## config.mk

```make
export PLATFORM = sky130hd
export DESIGN_NAME = stereo_adsr_envelope_gain
export DESIGN_NICKNAME = d
export VERILOG_FILES = /design/src/sadsr_pkg.sv /design/src/sadsr_div.sv /design/src/stereo_adsr_envelope_gain.sv
export SDC_FILE = /design/constraint.sdc
export NUM_CORES = 2
export LEC_CHECK = 0
export BUFFER_PORTS_ARGS = -buffer_cell sky130_fd_sc_hd__buf_2
export CAP_MARGIN = 10
export CORE_MARGIN = 2
export CORE_UTILIZATION = 45
export CTS_BUF_LIST = sky130_fd_sc_hd__clkbuf_4 sky130_fd_sc_hd__clkbuf_8
export CTS_CLUSTER_DIAMETER = 200
export DETAILED_ROUTE_END_ITERATION = 8
export PLACE_DENSITY = 0.73
export SKIP_LAST_GASP = 1
export SYNTH_ARGS = -nofsm -noshare
export SYNTH_HDL_FRONTEND = slang
export SYNTH_SLANG_ARGS = --single-unit
```

## constraint.sdc

```tcl
create_clock -name clk -period 10 [get_ports clk]
set_clock_uncertainty 0.1 [all_clocks]
set_input_delay 1 -clock clk [delete_from_list [all_inputs] [get_ports clk]]
set_output_delay 1 -clock clk [all_outputs]
set_load 0.03 [all_outputs]
```

## src/sadsr_pkg.sv

```systemverilog
// shared types, widths and constants for the stereo adsr envelope gain block
`default_nettype none

package sadsr_pkg;

    localparam int SAMPLE_BITS    = 16;
    localparam int GAIN_FRAC_BITS = 15;
    localparam int LENGTH_BITS    = 18;

    localparam int GAIN_W = GAIN_FRAC_BITS + 1;
    localparam int POS_W  = LENGTH_BITS + 2;

    // divider: dividend up to gain times length, quotient never above one
    localparam int DIV_NUM_W = GAIN_W + LENGTH_BITS;
    localparam int DIV_Q_W   = GAIN_W;

    // shared multiplier: signed a covers lengths, gains and samples
    localparam int MUL_A_W0 = (LENGTH_BITS > GAIN_W) ? LENGTH_BITS + 1 : GAIN_W + 1;
    localparam int MUL_A_W  = (MUL_A_W0 > SAMPLE_BITS) ? MUL_A_W0 : SAMPLE_BITS;
    localparam int MUL_P_W  = MUL_A_W + GAIN_W + 1;

    localparam int CFG_INDEX_W = 3;
    localparam int CFG_DATA_W  = (LENGTH_BITS > GAIN_W) ? LENGTH_BITS : GAIN_W;

    localparam logic [CFG_INDEX_W-1:0] CFG_ATTACK_LENGTH  = CFG_INDEX_W'(0);
    localparam logic [CFG_INDEX_W-1:0] CFG_DECAY_LENGTH   = CFG_INDEX_W'(1);
    localparam logic [CFG_INDEX_W-1:0] CFG_SUSTAIN_LENGTH = CFG_INDEX_W'(2);
    localparam logic [CFG_INDEX_W-1:0] CFG_RELEASE_LENGTH = CFG_INDEX_W'(3);
    localparam logic [CFG_INDEX_W-1:0] CFG_SUSTAIN_LEVEL  = CFG_INDEX_W'(4);

    localparam logic [GAIN_W-1:0] GAIN_ONE  = {1'b1, {GAIN_FRAC_BITS{1'b0}}};
    localparam logic [GAIN_W-1:0] GAIN_HALF = {2'b01, {(GAIN_FRAC_BITS-1){1'b0}}};

    localparam int ONE_INT = 2 ** GAIN_FRAC_BITS;
    localparam logic [GAIN_W-1:0] SKEW_ATTACK  = GAIN_W'((98 * ONE_INT + 50) / 100);
    localparam logic [GAIN_W-1:0] SKEW_DECAY   = GAIN_W'((99 * ONE_INT + 50) / 100);
    localparam logic [GAIN_W-1:0] SKEW_RELEASE = GAIN_W'((97 * ONE_INT + 50) / 100);

    localparam logic [LENGTH_BITS-1:0] ATTACK_LENGTH_RST  = LENGTH_BITS'(144);
    localparam logic [LENGTH_BITS-1:0] DECAY_LENGTH_RST   = LENGTH_BITS'(43200);
    localparam logic [LENGTH_BITS-1:0] SUSTAIN_LENGTH_RST = LENGTH_BITS'(48000);
    localparam logic [LENGTH_BITS-1:0] RELEASE_LENGTH_RST = LENGTH_BITS'(96000);
    localparam logic [GAIN_W-1:0]      SUSTAIN_LEVEL_RST  = GAIN_W'(11469);

    typedef struct packed {
        logic                          action;
        logic [GAIN_W-1:0]             velocity;
        logic signed [SAMPLE_BITS-1:0] left_sample;
        logic signed [SAMPLE_BITS-1:0] right_sample;
    } sadsr_in_t;

    typedef struct packed {
        logic signed [SAMPLE_BITS-1:0] left_out;
        logic signed [SAMPLE_BITS-1:0] right_out;
        logic                          note_done;
        logic                          voice_active;
    } sadsr_out_t;

endpackage

`default_nettype wire

```

## src/sadsr_div.sv

```systemverilog
// restoring divider, one quotient bit per cycle, quotient known to fit DIV_Q_W bits
`default_nettype none

module sadsr_div
    import sadsr_pkg::*;
(
    input  wire logic                   clk,
    input  wire logic                   rst_n,
    input  wire logic                   start,
    input  wire logic [DIV_NUM_W-1:0]   dividend,
    input  wire logic [LENGTH_BITS-1:0] divisor,
    output logic                        done,
    output logic [DIV_Q_W-1:0]          quotient
);

    localparam int CNT_W = $clog2(DIV_Q_W);

    logic [LENGTH_BITS-1:0] rem_reg, rem_next;
    logic [DIV_Q_W-1:0]     lo_reg, lo_next;
    logic [LENGTH_BITS-1:0] den_reg, den_next;
    logic [CNT_W-1:0]       count_reg, count_next;
    logic                   busy_reg, busy_next;
    logic                   done_reg, done_next;

    logic [LENGTH_BITS:0]   trial;
    logic                   fits;

    assign trial = {rem_reg, lo_reg[DIV_Q_W-1]};
    assign fits  = trial >= {1'b0, den_reg};

    always_comb
    begin
        rem_next   = rem_reg;
        lo_next    = lo_reg;
        den_next   = den_reg;
        count_next = count_reg;
        busy_next  = busy_reg;
        done_next  = 1'b0;
        if (start)
        begin
            // upper part is already below the divisor
            rem_next   = dividend[DIV_NUM_W-1:DIV_Q_W];
            lo_next    = dividend[DIV_Q_W-1:0];
            den_next   = divisor;
            count_next = CNT_W'(DIV_Q_W - 1);
            busy_next  = 1'b1;
        end
        else if (busy_reg)
        begin
            rem_next = fits ? LENGTH_BITS'(trial - {1'b0, den_reg}) : trial[LENGTH_BITS-1:0];
            lo_next  = {lo_reg[DIV_Q_W-2:0], fits};
            if (count_reg == '0)
            begin
                busy_next = 1'b0;
                done_next = 1'b1;
            end
            else
            begin
                count_next = count_reg - 1'b1;
            end
        end
    end

    always_ff @(posedge clk or negedge rst_n)
    begin
        if (!rst_n)
        begin
            rem_reg   <= '0;
            lo_reg    <= '0;
            den_reg   <= '0;
            count_reg <= '0;
            busy_reg  <= 1'b0;
            done_reg  <= 1'b0;
        end
        else
        begin
            rem_reg   <= rem_next;
            lo_reg    <= lo_next;
            den_reg   <= den_next;
            count_reg <= count_next;
            busy_reg  <= busy_next;
            done_reg  <= done_next;
        end
    end

    assign done     = done_reg;
    assign quotient = lo_reg;

endmodule

`default_nettype wire

```

## src/stereo_adsr_envelope_gain.sv

```systemverilog
// top level: stereo linear adsr envelope gain, one voice, shared multiplier and divider
//
//  channel  | direction | handshake              | payload
//  ---------+-----------+------------------------+----------------------------------
//  in       | in        | in_valid / in_ready    | in_data (action, velocity, samples)
//  out      | out       | out_valid / out_ready  | out_data (samples, done, active)
//  cfg      | in        | cfg_valid / cfg_ready  | cfg_index, cfg_data
//
// start items and idle samples skip the arithmetic; running samples in attack, decay and
// sustain go once through the 16-step serial divider and release runs it up to twice,
// and all products go through the single shared multiplier.
// in_ready is high only in the idle state; a finished item waits in the output
// register, so a stalled out_ready holds back only the item after the next one.
// reset clears the voice and loads the default register values; cfg_ready is always high.
`default_nettype none

module stereo_adsr_envelope_gain
    import sadsr_pkg::*;
(
    input  wire logic                   clk,
    input  wire logic                   rst_n,
    input  wire logic                   in_valid,
    output logic                        in_ready,
    input  wire sadsr_in_t              in_data,
    output logic                        out_valid,
    input  wire logic                   out_ready,
    output sadsr_out_t                  out_data,
    input  wire logic                   cfg_valid,
    output logic                        cfg_ready,
    input  wire logic [CFG_INDEX_W-1:0] cfg_index,
    input  wire logic [CFG_DATA_W-1:0]  cfg_data
);

    typedef enum logic [3:0] {
        ST_IDLE,
        ST_FIND,
        ST_MUL_SLOPE,
        ST_DIV_START,
        ST_DIV_WAIT,
        ST_MUL_SUS,
        ST_REL_CHECK,
        ST_MUL_REL,
        ST_SKEW,
        ST_GAIN_L,
        ST_GAIN_R,
        ST_SCALE_L,
        ST_SCALE_R,
        ST_RESULT
    } state_t;

    typedef enum logic [1:0] {
        SEG_ATTACK,
        SEG_DECAY,
        SEG_SUSTAIN,
        SEG_RELEASE
    } seg_t;

    state_t state_reg, state_next;
    seg_t   seg_reg, seg_next;

    logic [LENGTH_BITS-1:0] att_len_reg, att_len_next;
    logic [LENGTH_BITS-1:0] dec_len_reg, dec_len_next;
    logic [LENGTH_BITS-1:0] sus_len_reg, sus_len_next;
    logic [LENGTH_BITS-1:0] rel_len_reg, rel_len_next;
    logic [GAIN_W-1:0]      level_reg, level_next;

    logic [POS_W-1:0]       pos_reg, pos_next;
    logic [POS_W-1:0]       off_reg, off_next;
    logic                   running_reg, running_next;
    logic [GAIN_W-1:0]      gain_reg, gain_next;
    logic                   rel_pass_reg, rel_pass_next;

    logic signed [SAMPLE_BITS-1:0] sl_reg, sl_next;
    logic signed [SAMPLE_BITS-1:0] sr_reg, sr_next;
    logic [GAIN_W-1:0]      env_reg, env_next;
    logic [GAIN_W-1:0]      envr_reg, envr_next;

    logic [DIV_NUM_W-1:0]   div_num_reg, div_num_next;
    logic [LENGTH_BITS-1:0] div_den_reg, div_den_next;

    sadsr_out_t             res_reg, res_next;
    sadsr_out_t             out_reg, out_next;
    logic                   out_valid_reg, out_valid_next;

    logic signed [MUL_A_W-1:0] mul_a;
    logic [GAIN_W-1:0]         mul_b;
    logic signed [MUL_P_W-1:0] mul_p;
    logic signed [MUL_P_W-1:0] mul_r;
    logic signed [MUL_P_W-1:0] mul_q;

    logic                   div_start;
    logic                   div_done;
    logic [DIV_Q_W-1:0]     div_q;

    logic [GAIN_W-1:0]      level_c;
    logic [LENGTH_BITS-1:0] cur_len;
    logic [LENGTH_BITS-1:0] off_len;

    function automatic logic [LENGTH_BITS-1:0] seg_len(
        input seg_t s,
        input logic [LENGTH_BITS-1:0] a,
        input logic [LENGTH_BITS-1:0] d,
        input logic [LENGTH_BITS-1:0] su,
        input logic [LENGTH_BITS-1:0] r
    );
        logic [LENGTH_BITS-1:0] v;
        case (s)
            SEG_ATTACK:  v = a;
            SEG_DECAY:   v = d;
            SEG_SUSTAIN: v = su;
            SEG_RELEASE: v = r;
            default:     v = r;
        endcase
        return v;
    endfunction

    function automatic logic [SAMPLE_BITS-1:0] sat_sample(input logic signed [MUL_P_W-1:0] v);
        logic [MUL_P_W-SAMPLE_BITS:0] hi;
        logic [SAMPLE_BITS-1:0]       r;
        hi = v[MUL_P_W-1:SAMPLE_BITS-1];
        if ((&hi) || !(|hi))
            r = v[SAMPLE_BITS-1:0];
        else if (v[MUL_P_W-1])
            r = {1'b1, {(SAMPLE_BITS-1){1'b0}}};
        else
            r = {1'b0, {(SAMPLE_BITS-1){1'b1}}};
        return r;
    endfunction

    sadsr_div u_div (
        .clk      (clk),
        .rst_n    (rst_n),
        .start    (div_start),
        .dividend (div_num_reg),
        .divisor  (div_den_reg),
        .done     (div_done),
        .quotient (div_q)
    );

    assign level_c   = (level_reg > GAIN_ONE) ? GAIN_ONE : level_reg;
    assign cur_len   = seg_len(seg_reg, att_len_reg, dec_len_reg, sus_len_reg, rel_len_reg);
    assign off_len   = off_reg[LENGTH_BITS-1:0];
    assign div_start = (state_reg == ST_DIV_START);

    // shared multiplier, operands picked by the sequencer step
    always_comb
    begin
        mul_a = '0;
        mul_b = '0;
        case (state_reg)
            ST_MUL_SLOPE:
            begin
                mul_a = (seg_reg == SEG_RELEASE) ?
                        MUL_A_W'(sus_len_reg - LENGTH_BITS'(1)) : MUL_A_W'(off_len);
                mul_b = GAIN_ONE - level_c;
            end
            ST_MUL_SUS:
            begin
                mul_a = MUL_A_W'(level_c);
                mul_b = envr_reg;
            end
            ST_MUL_REL:
            begin
                mul_a = MUL_A_W'(rel_len_reg - off_len);
                mul_b = env_reg;
            end
            ST_SKEW:
            begin
                mul_a = MUL_A_W'(env_reg);
                case (seg_reg)
                    SEG_ATTACK: mul_b = SKEW_ATTACK;
                    SEG_DECAY:  mul_b = SKEW_DECAY;
                    default:    mul_b = SKEW_RELEASE;
                endcase
            end
            ST_GAIN_L:
            begin
                mul_a = MUL_A_W'(env_reg);
                mul_b = gain_reg;
            end
            ST_GAIN_R:
            begin
                mul_a = MUL_A_W'(envr_reg);
                mul_b = gain_reg;
            end
            ST_SCALE_L:
            begin
                mul_a = MUL_A_W'(sl_reg);
                mul_b = env_reg;
            end
            ST_SCALE_R:
            begin
                mul_a = MUL_A_W'(sr_reg);
                mul_b = envr_reg;
            end
            default:
            begin
                mul_a = '0;
                mul_b = '0;
            end
        endcase
    end

    assign mul_p = mul_a * $signed({1'b0, mul_b});
    // round half up, floor shift covers both gain products and signed samples
    assign mul_r = mul_p + $signed(MUL_P_W'(GAIN_HALF));
    assign mul_q = mul_r >>> GAIN_FRAC_BITS;

    always_comb
    begin
        state_next     = state_reg;
        seg_next       = seg_reg;
        att_len_next   = att_len_reg;
        dec_len_next   = dec_len_reg;
        sus_len_next   = sus_len_reg;
        rel_len_next   = rel_len_reg;
        level_next     = level_reg;
        pos_next       = pos_reg;
        off_next       = off_reg;
        running_next   = running_reg;
        gain_next      = gain_reg;
        rel_pass_next  = rel_pass_reg;
        sl_next        = sl_reg;
        sr_next        = sr_reg;
        env_next       = env_reg;
        envr_next      = envr_reg;
        div_num_next   = div_num_reg;
        div_den_next   = div_den_reg;
        res_next       = res_reg;
        out_next       = out_reg;
        out_valid_next = out_valid_reg && !out_ready;

        if (cfg_valid)
        begin
            case (cfg_index)
                CFG_ATTACK_LENGTH:  att_len_next = cfg_data[LENGTH_BITS-1:0];
                CFG_DECAY_LENGTH:   dec_len_next = cfg_data[LENGTH_BITS-1:0];
                CFG_SUSTAIN_LENGTH: sus_len_next = cfg_data[LENGTH_BITS-1:0];
                CFG_RELEASE_LENGTH: rel_len_next = cfg_data[LENGTH_BITS-1:0];
                CFG_SUSTAIN_LEVEL:  level_next   = cfg_data[GAIN_W-1:0];
                default:            ;
            endcase
        end

        case (state_reg)
            ST_IDLE:
            begin
                if (in_valid)
                begin
                    res_next = '0;
                    if (in_data.action)
                    begin
                        pos_next              = '0;
                        gain_next             = (in_data.velocity > GAIN_ONE) ?
                                                GAIN_ONE : in_data.velocity;
                        running_next          = 1'b1;
                        res_next.voice_active = 1'b1;
                        state_next            = ST_RESULT;
                    end
                    else if (!running_reg)
                    begin
                        state_next = ST_RESULT;
                    end
                    else
                    begin
                        off_next      = pos_reg;
                        seg_next      = SEG_ATTACK;
                        rel_pass_next = 1'b0;
                        sl_next       = in_data.left_sample;
                        sr_next       = in_data.right_sample;
                        state_next    = ST_FIND;
                    end
                end
            end
            ST_FIND:
            begin
                // walk the segments, one length compare per cycle
                if ({2'b00, cur_len} > off_reg)
                begin
                    pos_next = pos_reg + 1'b1;
                    case (seg_reg)
                        SEG_ATTACK:
                        begin
                            div_num_next = DIV_NUM_W'({off_len, {GAIN_FRAC_BITS{1'b0}}});
                            div_den_next = att_len_reg;
                            state_next   = ST_DIV_START;
                        end
                        SEG_RELEASE:
                        begin
                            if (sus_len_reg == '0)
                            begin
                                env_next   = '0;
                                state_next = ST_SKEW;
                            end
                            else
                            begin
                                state_next = ST_MUL_SLOPE;
                            end
                        end
                        default:
                        begin
                            state_next = ST_MUL_SLOPE;
                        end
                    endcase
                end
                else if (seg_reg == SEG_RELEASE)
                begin
                    // envelope ran out
                    pos_next           = '0;
                    running_next       = 1'b0;
                    res_next           = '0;
                    res_next.note_done = 1'b1;
                    state_next         = ST_RESULT;
                end
                else
                begin
                    off_next = off_reg - {2'b00, cur_len};
                    seg_next = seg_t'(seg_reg + 2'd1);
                end
            end
            ST_MUL_SLOPE:
            begin
                div_num_next = mul_p[DIV_NUM_W-1:0];
                div_den_next = (seg_reg == SEG_DECAY) ? dec_len_reg : sus_len_reg;
                state_next   = ST_DIV_START;
            end
            ST_DIV_START:
            begin
                state_next = ST_DIV_WAIT;
            end
            ST_DIV_WAIT:
            begin
                if (div_done)
                begin
                    case (seg_reg)
                        SEG_ATTACK:
                        begin
                            env_next   = div_q;
                            state_next = ST_SKEW;
                        end
                        SEG_DECAY:
                        begin
                            env_next   = GAIN_ONE - div_q;
                            state_next = ST_SKEW;
                        end
                        SEG_SUSTAIN:
                        begin
                            envr_next  = GAIN_ONE - div_q;
                            state_next = ST_MUL_SUS;
                        end
                        default:
                        begin
                            if (rel_pass_reg)
                            begin
                                env_next   = div_q;
                                state_next = ST_SKEW;
                            end
                            else
                            begin
                                envr_next  = GAIN_ONE - div_q;
                                state_next = ST_MUL_SUS;
                            end
                        end
                    endcase
                end
            end
            ST_MUL_SUS:
            begin
                env_next = mul_q[GAIN_W-1:0];
                if (seg_reg == SEG_SUSTAIN)
                begin
                    envr_next  = mul_q[GAIN_W-1:0];
                    state_next = ST_GAIN_L;
                end
                else
                begin
                    state_next = ST_REL_CHECK;
                end
            end
            ST_REL_CHECK:
            begin
                // a last sustain value of zero silences the release
                state_next = (env_reg == '0) ? ST_SKEW : ST_MUL_REL;
            end
            ST_MUL_REL:
            begin
                div_num_next  = mul_p[DIV_NUM_W-1:0];
                div_den_next  = rel_len_reg;
                rel_pass_next = 1'b1;
                state_next    = ST_DIV_START;
            end
            ST_SKEW:
            begin
                envr_next  = mul_q[GAIN_W-1:0];
                state_next = ST_GAIN_L;
            end
            ST_GAIN_L:
            begin
                env_next   = mul_q[GAIN_W-1:0];
                state_next = ST_GAIN_R;
            end
            ST_GAIN_R:
            begin
                envr_next  = mul_q[GAIN_W-1:0];
                state_next = ST_SCALE_L;
            end
            ST_SCALE_L:
            begin
                res_next.left_out = sat_sample(mul_q);
                state_next        = ST_SCALE_R;
            end
            ST_SCALE_R:
            begin
                res_next.right_out    = sat_sample(mul_q);
                res_next.note_done    = 1'b0;
                res_next.voice_active = 1'b1;
                state_next            = ST_RESULT;
            end
            ST_RESULT:
            begin
                if (!out_valid_reg || out_ready)
                begin
                    out_next       = res_reg;
                    out_valid_next = 1'b1;
                    state_next     = ST_IDLE;
                end
            end
            default:
            begin
                state_next = ST_IDLE;
            end
        endcase
    end

    always_ff @(posedge clk or negedge rst_n)
    begin
        if (!rst_n)
        begin
            state_reg     <= ST_IDLE;
            seg_reg       <= SEG_ATTACK;
            att_len_reg   <= ATTACK_LENGTH_RST;
            dec_len_reg   <= DECAY_LENGTH_RST;
            sus_len_reg   <= SUSTAIN_LENGTH_RST;
            rel_len_reg   <= RELEASE_LENGTH_RST;
            level_reg     <= SUSTAIN_LEVEL_RST;
            pos_reg       <= '0;
            off_reg       <= '0;
            running_reg   <= 1'b0;
            gain_reg      <= '0;
            rel_pass_reg  <= 1'b0;
            sl_reg        <= '0;
            sr_reg        <= '0;
            env_reg       <= '0;
            envr_reg      <= '0;
            div_num_reg   <= '0;
            div_den_reg   <= '0;
            res_reg       <= '0;
            out_reg       <= '0;
            out_valid_reg <= 1'b0;
        end
        else
        begin
            state_reg     <= state_next;
            seg_reg       <= seg_next;
            att_len_reg   <= att_len_next;
            dec_len_reg   <= dec_len_next;
            sus_len_reg   <= sus_len_next;
            rel_len_reg   <= rel_len_next;
            level_reg     <= level_next;
            pos_reg       <= pos_next;
            off_reg       <= off_next;
            running_reg   <= running_next;
            gain_reg      <= gain_next;
            rel_pass_reg  <= rel_pass_next;
            sl_reg        <= sl_next;
            sr_reg        <= sr_next;
            env_reg       <= env_next;
            envr_reg      <= envr_next;
            div_num_reg   <= div_num_next;
            div_den_reg   <= div_den_next;
            res_reg       <= res_next;
            out_reg       <= out_next;
            out_valid_reg <= out_valid_next;
        end
    end

    assign in_ready  = (state_reg == ST_IDLE);
    assign out_valid = out_valid_reg;
    assign out_data  = out_reg;
    assign cfg_ready = 1'b1;

endmodule

`default_nettype wire
```

==> flow_metrics.env <==
export IMPL_outcome="finished, final reports clean"
export IMPL_grt_setup_unrepaired="true"
export IMPL_wl_per_cell_um=22.0
export IMPL_fmax_mhz=100
export IMPL_yosysWarnings=0
export IMPL_yosysTopAreaCell="dfrtp_1"
export IMPL_synth_most_common_cell="inv_1"
export IMPL_cp_startpoint="off_reg[0]"
export IMPL_max_clock_path_buffers=3
export IMPL_ys_ff_latch=395
export IMPL_vias=30400
export IMPL_required_ns=10.52
export IMPL_setup_viol=0
export IMPL_max_cap_violations=0
export IMPL_met3_usage=0.0833
export IMPL_ioPinCount=112
export IMPL_dpl_cell_area_mm2=0.0389
export IMPL_gr_usage_met2=0.432
export IMPL_fillers=6848
export IMPL_grt_util_met1=0.423
export IMPL_cts_buffers=67
export IMPL_overflow=0
export IMPL_gp_congestion=1.02
export IMPL_start_util=0.455
export IMPL_multi_input_area_mm2=0.0230
export IMPL_syn_inst=3821
export IMPL_avgSynthCellArea_um2=9.06
export IMPL_insertion_delay_ns=0.70
export IMPL_final_cell_area_mm2=0.0415
export IMPL_fin_nets=4785
export IMPL_synth_nets=4363
export IMPL_antenna_found_initial=4
export IMPL_hold_viol=0
export IMPL_first_pass_iters=8
export IMPL_clock_root_buffer="clkbuf_8"
export IMPL_yosysSeqAreaShare=0.287
export IMPL_peakVddDrop_mv=0.103
export IMPL_cp_end_kind="flip-flop"
export IMPL_syn_to_final_growth_pct=20.0
export IMPL_drc=0
export IMPL_rows=101
export IMPL_core_area_mm2=0.0761
export IMPL_vias_per_cell=5.70
export IMPL_tns_ns=0
export IMPL_startpoint_type="flip-flop"
export IMPL_cts_tree="built"
export IMPL_dpl_hpwl_um=92800
export IMPL_slew_violations=0
export IMPL_setup_ws_ns=0.0239
export IMPL_synth_edf_count=0
export IMPL_seq_area_mm2=0.00992
export IMPL_ctsHoldBuffers=0
export IMPL_r2r_start="off_reg[0]"
export IMPL_worstMarginPinSlew_ns=1.38
export IMPL_period_share=0.998
export IMPL_ys_flop_type="dfrtp_1"
export IMPL_ys_top_cells_by_count="inv_1, nand2_1, nor2_1"
export IMPL_dieWidth_um=281
export IMPL_cp_max_fo=6
export IMPL_critPathKind="flip-flop to flip-flop"
export IMPL_synth_cell_type_count=98
export IMPL_yosys_top_cells_area="dfrtp_1, fa_1, ha_1"
export IMPL_drive_above_1_share=0.243
export IMPL_worstPathArrival_ns=10.50
export IMPL_slowest_delay_ns=0.56
export IMPL_relSlewSlack=0.0801
export IMPL_grt_busiest_layer="met2"
export IMPL_powerDensity_mw_per_mm2=97.5
export IMPL_wl_um=117000
export IMPL_syn_area_mm2=0.0346
export IMPL_synthArstFlopShare=1.00
export IMPL_io_buffers=110
export IMPL_antenna_left=0
export IMPL_htree_num_levels=3
export IMPL_min_path_type="input port to asynchronous set/reset pin"
export IMPL_path_common_cell="buf_4"
export IMPL_grt_first_pass_wirelength_um=178000
export IMPL_grt_max_degree=187
export IMPL_drt_iter0_drc=3238
export IMPL_final_core_utilization=0.546
export IMPL_power_total_mw=4.05
export IMPL_cpMaxStageDelayCell="or4b_4"
export IMPL_synth_top_area_frac=0.265
export IMPL_path_clk_slew_ns=0.06
export IMPL_dieArea_mm2=0.0791
export IMPL_p_leak_nw=19.9
export IMPL_pre_cts_ws_ns=-0.620
export IMPL_cts_sinks=395
export IMPL_grt_pass1_vias=29600
export IMPL_die_h_um=281
export IMPL_grt_usage=0.297
export IMPL_period_needed_ns=9.98
critical path, delay by kind of cell, from the launching register on:
kind / cells / cell delay [ns]
simple gates: 6 / 1.40
buf+inv: 16 / 1.72
xor+xnor: 1 / 0.28
fa+ha+maj: 9 / 3.86
compound gates: 11 / 2.15
flops: 1 / 0.41
power by group:
group | total [mW] | switching (mW) | internal, mW
Clock | 1.61 | 0.736 | 0.873
Sequential | 1.79 | 0.0877 | 1.70
Combinational | 0.653 | 0.364 | 0.289
Total | 4.05 | 1.19 | 2.86
per-stage QoR:
step,hold WS (ns),cells
6_report,0.173,5328
5_1_grt,0.178,5326
4_1_cts,0.148,5294
3_5_place_dp,0.358,5155
3_3_place_gp,0.355,5155
2_1_floorplan,0.339,3821
routing by layer:
layer | wire (um) | vias to the layer above
met5 | 0 | -
met4 | 4720 | 0
met3 | 13000 | 231
met2 | 49100 | 1487
met1 | 50300 | 15000
li1 | - | 13700
cells in the final DEF, fill, tap and decap left out, types with 20 or more instances in the layout:
| cell type | n |
|---|---|
| inv_1 | 470 |
| nand2_1 | 423 |
| buf_4 | 402 |
| dfrtp_1 | 366 |
| nor2_1 | 357 |
| fa_1 | 292 |
| o21ai_0 | 200 |
| a21oi_1 | 176 |
| mux2_2 | 158 |
| ha_1 | 138 |
| buf_2 | 109 |
| xnor2_1 | 87 |
| clkbuf_8 | 82 |
| mux2i_1 | 58 |
| nand3_1 | 50 |
| xor2_1 | 47 |
| a22o_1 | 46 |
| a22oi_1 | 44 |
| nor3_1 | 44 |
| a211oi_1 | 33 |
| a21o_1 | 29 |
| dfstp_2 | 29 |
| o21ai_1 | 28 |
| nor2b_1 | 27 |
| nand2b_1 | 26 |
| or3_1 | 26 |
| nand4_1 | 24 |
| clkbuf_4 | 24 |
| a222oi_1 | 21 |
| nor3b_1 | 20 |
| and2_1 | 20 |
worst paths after layout:
kind                                          end  slack, ns  cells past startpoint
worst max-delay path                  res_reg[26]       0.02                     43
worst min-delay path                 level_reg[5]       0.17                      1
worst max register to register        res_reg[26]       0.02                     43
worst min register to register     div_num_reg[9]       0.38                      2
max in group asynchronous       u_div.quotient[9]       7.40                      3
min in group clk                   div_num_reg[9]       0.38                      2
what timing repair did:
| item | 4_1_cts | 5_1_grt |
|---|---|---|
| setup buffers | 17 | 31 |
| endpoints found under the setup margin | 34 | 37 |
| hold endpoints to repair | 0 | 0 |
| gates cloned | 0 | 1 |
| pin swaps | 15 | 112 |
| gates resized for setup | 47 | 144 |
area by class of cell:
| cell class | count | area share |
|---|---|---|
| multi-input cells | 2759 | 0.554 |
| flip-flops and latches | 395 | 0.239 |
| repair buffers | 539 | 0.0973 |
| inverters | 481 | 0.0435 |
| clock buffers | 106 | 0.0315 |
| well taps | 1030 | 0.0310 |
| clock inverters | 16 | 0.00389 |
| diodes | 2 | 0.000121 |
cells by family (layout without fill, tap and decap cells):
| group | count (synthesis) | count (layout) | synth area share |
|---|---|---|---|
| fa+ha+maj | 468 | 468 | 0.236 |
| mux | 216 | 216 | 0.0682 |
| buf+inv | 667 | 1142 | 0.0732 |
| compound gates | 803 | 803 | 0.152 |
| simple gates | 1133 | 1133 | 0.148 |
| flops | 395 | 395 | 0.287 |
| other cells | 1 | 3 | 0.000108 |
| xor+xnor | 138 | 138 | 0.0358 |
(Power assumes the default switching activity.)
